$ cat config.mk
export PLATFORM = sky130hd
export DESIGN_NAME = osm_cell
export DESIGN_NICKNAME = d
export VERILOG_FILES = /design/src/rtl/core/osm_pkg.sv /design/src/rtl/core/osm_cell.sv
export SDC_FILE = /design/constraint.sdc
export NUM_CORES = 1
export LEC_CHECK = 0
export BUFFER_PORTS_ARGS = -buffer_cell sky130_fd_sc_hd__buf_2
export CAP_MARGIN = 25
export CELL_PAD_IN_SITES_DETAIL_PLACEMENT = 0
export CELL_PAD_IN_SITES_GLOBAL_PLACEMENT = 2
export CORE_MARGIN = 5
export CORE_UTILIZATION = 25
export CTS_CLUSTER_DIAMETER = 100
export DETAILED_ROUTE_END_ITERATION = 10
export PLACE_DENSITY = 0.74
export SYNTH_ARGS = -nofsm -noshare
export SYNTH_HDL_FRONTEND = slang
export SYNTH_SLANG_ARGS = --single-unit
$ cat constraint.sdc
create_clock -name aclk -period 3.5 [get_ports aclk]
set_input_delay 0.35 -clock aclk [delete_from_list [all_inputs] [get_ports aclk]]
set_output_delay 0.35 -clock aclk [all_outputs]
set_load 0.02 [all_outputs]
$ cat src/rtl/core/osm_pkg.sv
// ----------------------------------------------------------------------------
// osm_pkg
// shared widths, command and status codes, and cell interface types for the
// order statistic multiset unit
// ----------------------------------------------------------------------------
package osm_pkg;

    localparam int unsigned VAL_W        = 31;
    localparam int unsigned ACT_W        = 3;
    localparam int unsigned ST_W         = 2;
    localparam int unsigned OSM_CAPACITY = 64;

    localparam logic [ACT_W-1:0] ACT_INSERT = 3'd0;
    localparam logic [ACT_W-1:0] ACT_DELETE = 3'd1;
    localparam logic [ACT_W-1:0] ACT_KTH    = 3'd2;
    localparam logic [ACT_W-1:0] ACT_RANK   = 3'd3;
    localparam logic [ACT_W-1:0] ACT_PRED   = 3'd4;
    localparam logic [ACT_W-1:0] ACT_SUCC   = 3'd5;

    localparam logic [ST_W-1:0] ST_OK       = 2'd0;
    localparam logic [ST_W-1:0] ST_NOTFOUND = 2'd1;
    localparam logic [ST_W-1:0] ST_FULL     = 2'd2;

    // broadcast from the sequencer to every cell
    typedef struct packed {
        logic [VAL_W-1:0] operand;
        logic             ins_en;
        logic             del_en;
    } cell_ctrl_t;

    // per-cell compare results
    typedef struct packed {
        logic lt;
        logic le;
        logic eq;
        logic kmatch;
    } cell_flags_t;

endpackage

$ cat src/rtl/core/osm_cell.sv
// ----------------------------------------------------------------------------
// osm_cell
// one slot of the sorted chain: holds a value and an occupied bit, compares
// against the broadcast operand and shifts toward either neighbor
// ----------------------------------------------------------------------------
module osm_cell
    import osm_pkg::*;
#(
    parameter int unsigned IDX = 0
) (
    input  logic              aclk,
    input  logic              aresetn,
    input  cell_ctrl_t        ctrl,
    input  logic [VAL_W-1:0]  left_val,
    input  logic              left_occ,
    input  logic              left_le,
    input  logic [VAL_W-1:0]  right_val,
    input  logic              right_occ,
    output logic [VAL_W-1:0]  val,
    output logic              occ,
    output cell_flags_t       flags
);

    logic [VAL_W-1:0] val_reg;
    logic             occ_reg;

    assign flags.lt     = occ_reg && (val_reg < ctrl.operand);
    assign flags.le     = occ_reg && (val_reg <= ctrl.operand);
    assign flags.eq     = occ_reg && (val_reg == ctrl.operand);
    assign flags.kmatch = occ_reg && (ctrl.operand == VAL_W'(IDX + 1));

    // insert: cells above the operand move up one slot, the first one takes it
    // delete: cells from the removed copy on take their right neighbor
    always_ff @(posedge aclk) begin
        if (!aresetn) begin
            occ_reg <= 1'b0;
        end else if (ctrl.ins_en && !flags.le) begin
            occ_reg <= left_le ? 1'b1 : left_occ;
        end else if (ctrl.del_en && !flags.lt) begin
            occ_reg <= right_occ;
        end
    end

    always_ff @(posedge aclk) begin
        if (ctrl.ins_en && !flags.le) begin
            val_reg <= left_le ? ctrl.operand : left_val;
        end else if (ctrl.del_en && !flags.lt) begin
            val_reg <= right_val;
        end
    end

    assign val = val_reg;
    assign occ = occ_reg;

endmodule

==> impl_metrics.ini <==
[sta]
hold_violations = 0
worst_slack_ns = 0.621
fin_crit_ns = 2.88
setup_viol = 0
worstMarginPinSlew_ns = 0.810
rsz0062_at_grt = no
relSlewSlack_pct = 46.0
skew_ns = 0.00528
slew_viol_final = 0
min_period_over_period_pct = 82.3
finalSetupTns_ns = 0
fmax_mhz = 347

[detailed_routing]
vias = 2257
via_per_inst = 4.38
firstDrtPassIters = 4
drtIter0Drc = 51
routedWlPerCell_um = 16.3
detail-route-antenna-nets = 0
drc = 0
wirelength_um = 8370

[critical_path]
worstSetupPathType = reg -> out
cp-end-kind = output port
start_kind = flip-flop
critPathMaxStageDelay_ns = 0.39
crit_arrival_ns = 2.53
reg2reg_from = val[26]
cpMaxStageDelayCell = edfxtp_1
cpMostUsedCell = a21o_1
cp_max_fo = 3
cp_cell_sequence = ha_1, a21o_1, a21o_1, a211o_1, a21oi_2, and3_1, nand2b_1, buf_2
crit_required_ns = 3.15
worstSetupStartpoint = val[12]

[placement]
dp.cells = 507
hpwl_um = 7110
io_buffers = 135
gp_congestion = 0.707
place_ws_ns = 0.627

[logic_synthesis]
netlist_area_um2 = 2810
ys_seq_area_share_pct = 33.8
syn_area_per_cell_um2 = 11.9
synth_compound_area_share_pct = 6.81
synthCells = 236
synthAdderAreaFrac_pct = 13.8
yosys.area_share.simple_pct = 9.30
synth_seq_cells = 32
synth_mux_area_share_pct = 29.2
synth_xor_area_share_pct = 0
yosys_warnings = 0
async_reset_ff_share_pct = 0
synth_edf_count = 31
syn_nets = 367
synth_top_family_by_area = multiplexers
yosysUniqueCellTypes = 32
ys.flop_type = edfxtp_1

[clock_network]
postCtsSetupRepairBufs = 0
insertion_delay_ns = 0.28
clkTransAtPathRegs_ns = 0.05
hold_buffers = 0
cts_sinks = 32
cts_made_buffers = 5
cts_buffer_depth = 2
htree_levels = 2
root_buffer = clkbuf_16
post_cts_resized = 0
cts_tree = done

[floorplan]
core_area_um2 = 10900
start_util_pct = 25.7
fp.dieArea_um2 = 13500
rows = 38
fp.dieH_um = 116
io_pins = 136
die_width_um = 116

[layout]
fin_nets = 505
largest_reg_flops = 31
final_util_pct = 34.6
syn2layout_area_growth_pct = 34.7
drive_gt1_share_pct = 56.5
diodes = 0
stdcell_count = 515

[min_path]
hp-start = aresetn
hold_path.class = in -> reg

[grt]
antenna_found_initial = 0
grt_pass1_wl_um = 12600
track_usage_pct = 12.4
grt_overflow_total = 0
grt_max_degree = 33
grt_pass1_vias = 2443

[pwr]
irDropWorstVdd_mv = 0.180
power_density_nw_per_um2 = 409
leakage_nw = 1.91

[flow_run]
drv_cap = 0

[run_status]
outcome = complete, no violations
## layout by cell type (no fill, tap or decap), types with 5 or more instances in the layout
master     Yosys  routed
nand2_1        9       9
inv_1         33      33
nor4_1         6       6
clkbuf_16      0       5
buf_2          0     135
mux2_4        30      30
a21oi_1       10      10
a21o_1         7       7
ha_1          31      31
nor2_1         7       7
edfxtp_1      31      31
nand4_1        8       8
mux2_2        33      33
## report_power, final
group          internal [mW]  switching (mW)
clock network          0.331           0.158
registers              0.497          0.0331
logic                  0.249           0.283
## per-stage QoR
stage | instance area [um^2] | power (mW) | hold WS [ns]
floorplan | 2820 | 0.895 | 0.506
global placement | 3630 | 1.08 | 0.590
detailed placement | 3630 | 1.08 | 0.595
CTS | 3790 | 1.58 | 0.335
global route | 3790 | 1.65 | 0.339
finish | 3790 | 1.55 | 0.342
## metal layers
layer | part of all wire (%) | global-route usage [%] | routed length [um]
met5 | 0 | 0 | 0
met4 | 0.92 | 2.78 | 77
met3 | 8.7 | 3.92 | 732
met2 | 49 | 21.0 | 4060
met1 | 42 | 15.4 | 3500
## synthesized netlist by cell type, drive strengths merged (3+ instances only)
master / number / area [um^2]
clkbuf: 4 / 15.0
ha: 31 / 388
inv: 33 / 124
buf: 3 / 60.1
nand3: 3 / 15.0
a21oi: 11 / 58.8
nand4: 9 / 71.3
nand2: 9 / 33.8
nor2: 7 / 26.3
edfxtp: 31 / 931
mux2: 63 / 822
nor4: 7 / 58.8
a21o: 7 / 52.6
## cell families after synthesis
logic type / after synthesis
buf+inv: 40
compound gates: 27
fa+ha+maj: 31
mux: 63
flops: 32
simple gates: 43
## area by class of cell
| class | instances | area, um^2 |
|---|---|---|
| well taps | 140 | 175 |
| fillers | 1133 | 7150 |
| inverters | 33 | 124 |
| repair buffers | 138 | 698 |
| multi-input cells | 164 | 1680 |
| flip-flops and latches | 32 | 951 |
| clock inverters | 3 | 37.5 |
| clock buffers | 5 | 125 |
## worst paths after layout
kind	to	slack, ns	depth (start not counted)
min reg2reg	occ	0.58	2
max reg2reg	val[30]	0.75	8
max	flags[2]	0.62	8
min	occ	0.34	3
## critical path, delay by kind of cell, from the launching register on
family / cells / cell delay (ns)
flops: 1 / 0.39
fa+ha+maj: 1 / 0.31
buf+inv: 1 / 0.17
simple gates: 2 / 0.41
compound gates: 4 / 0.98
(Power assumes the default switching activity.)
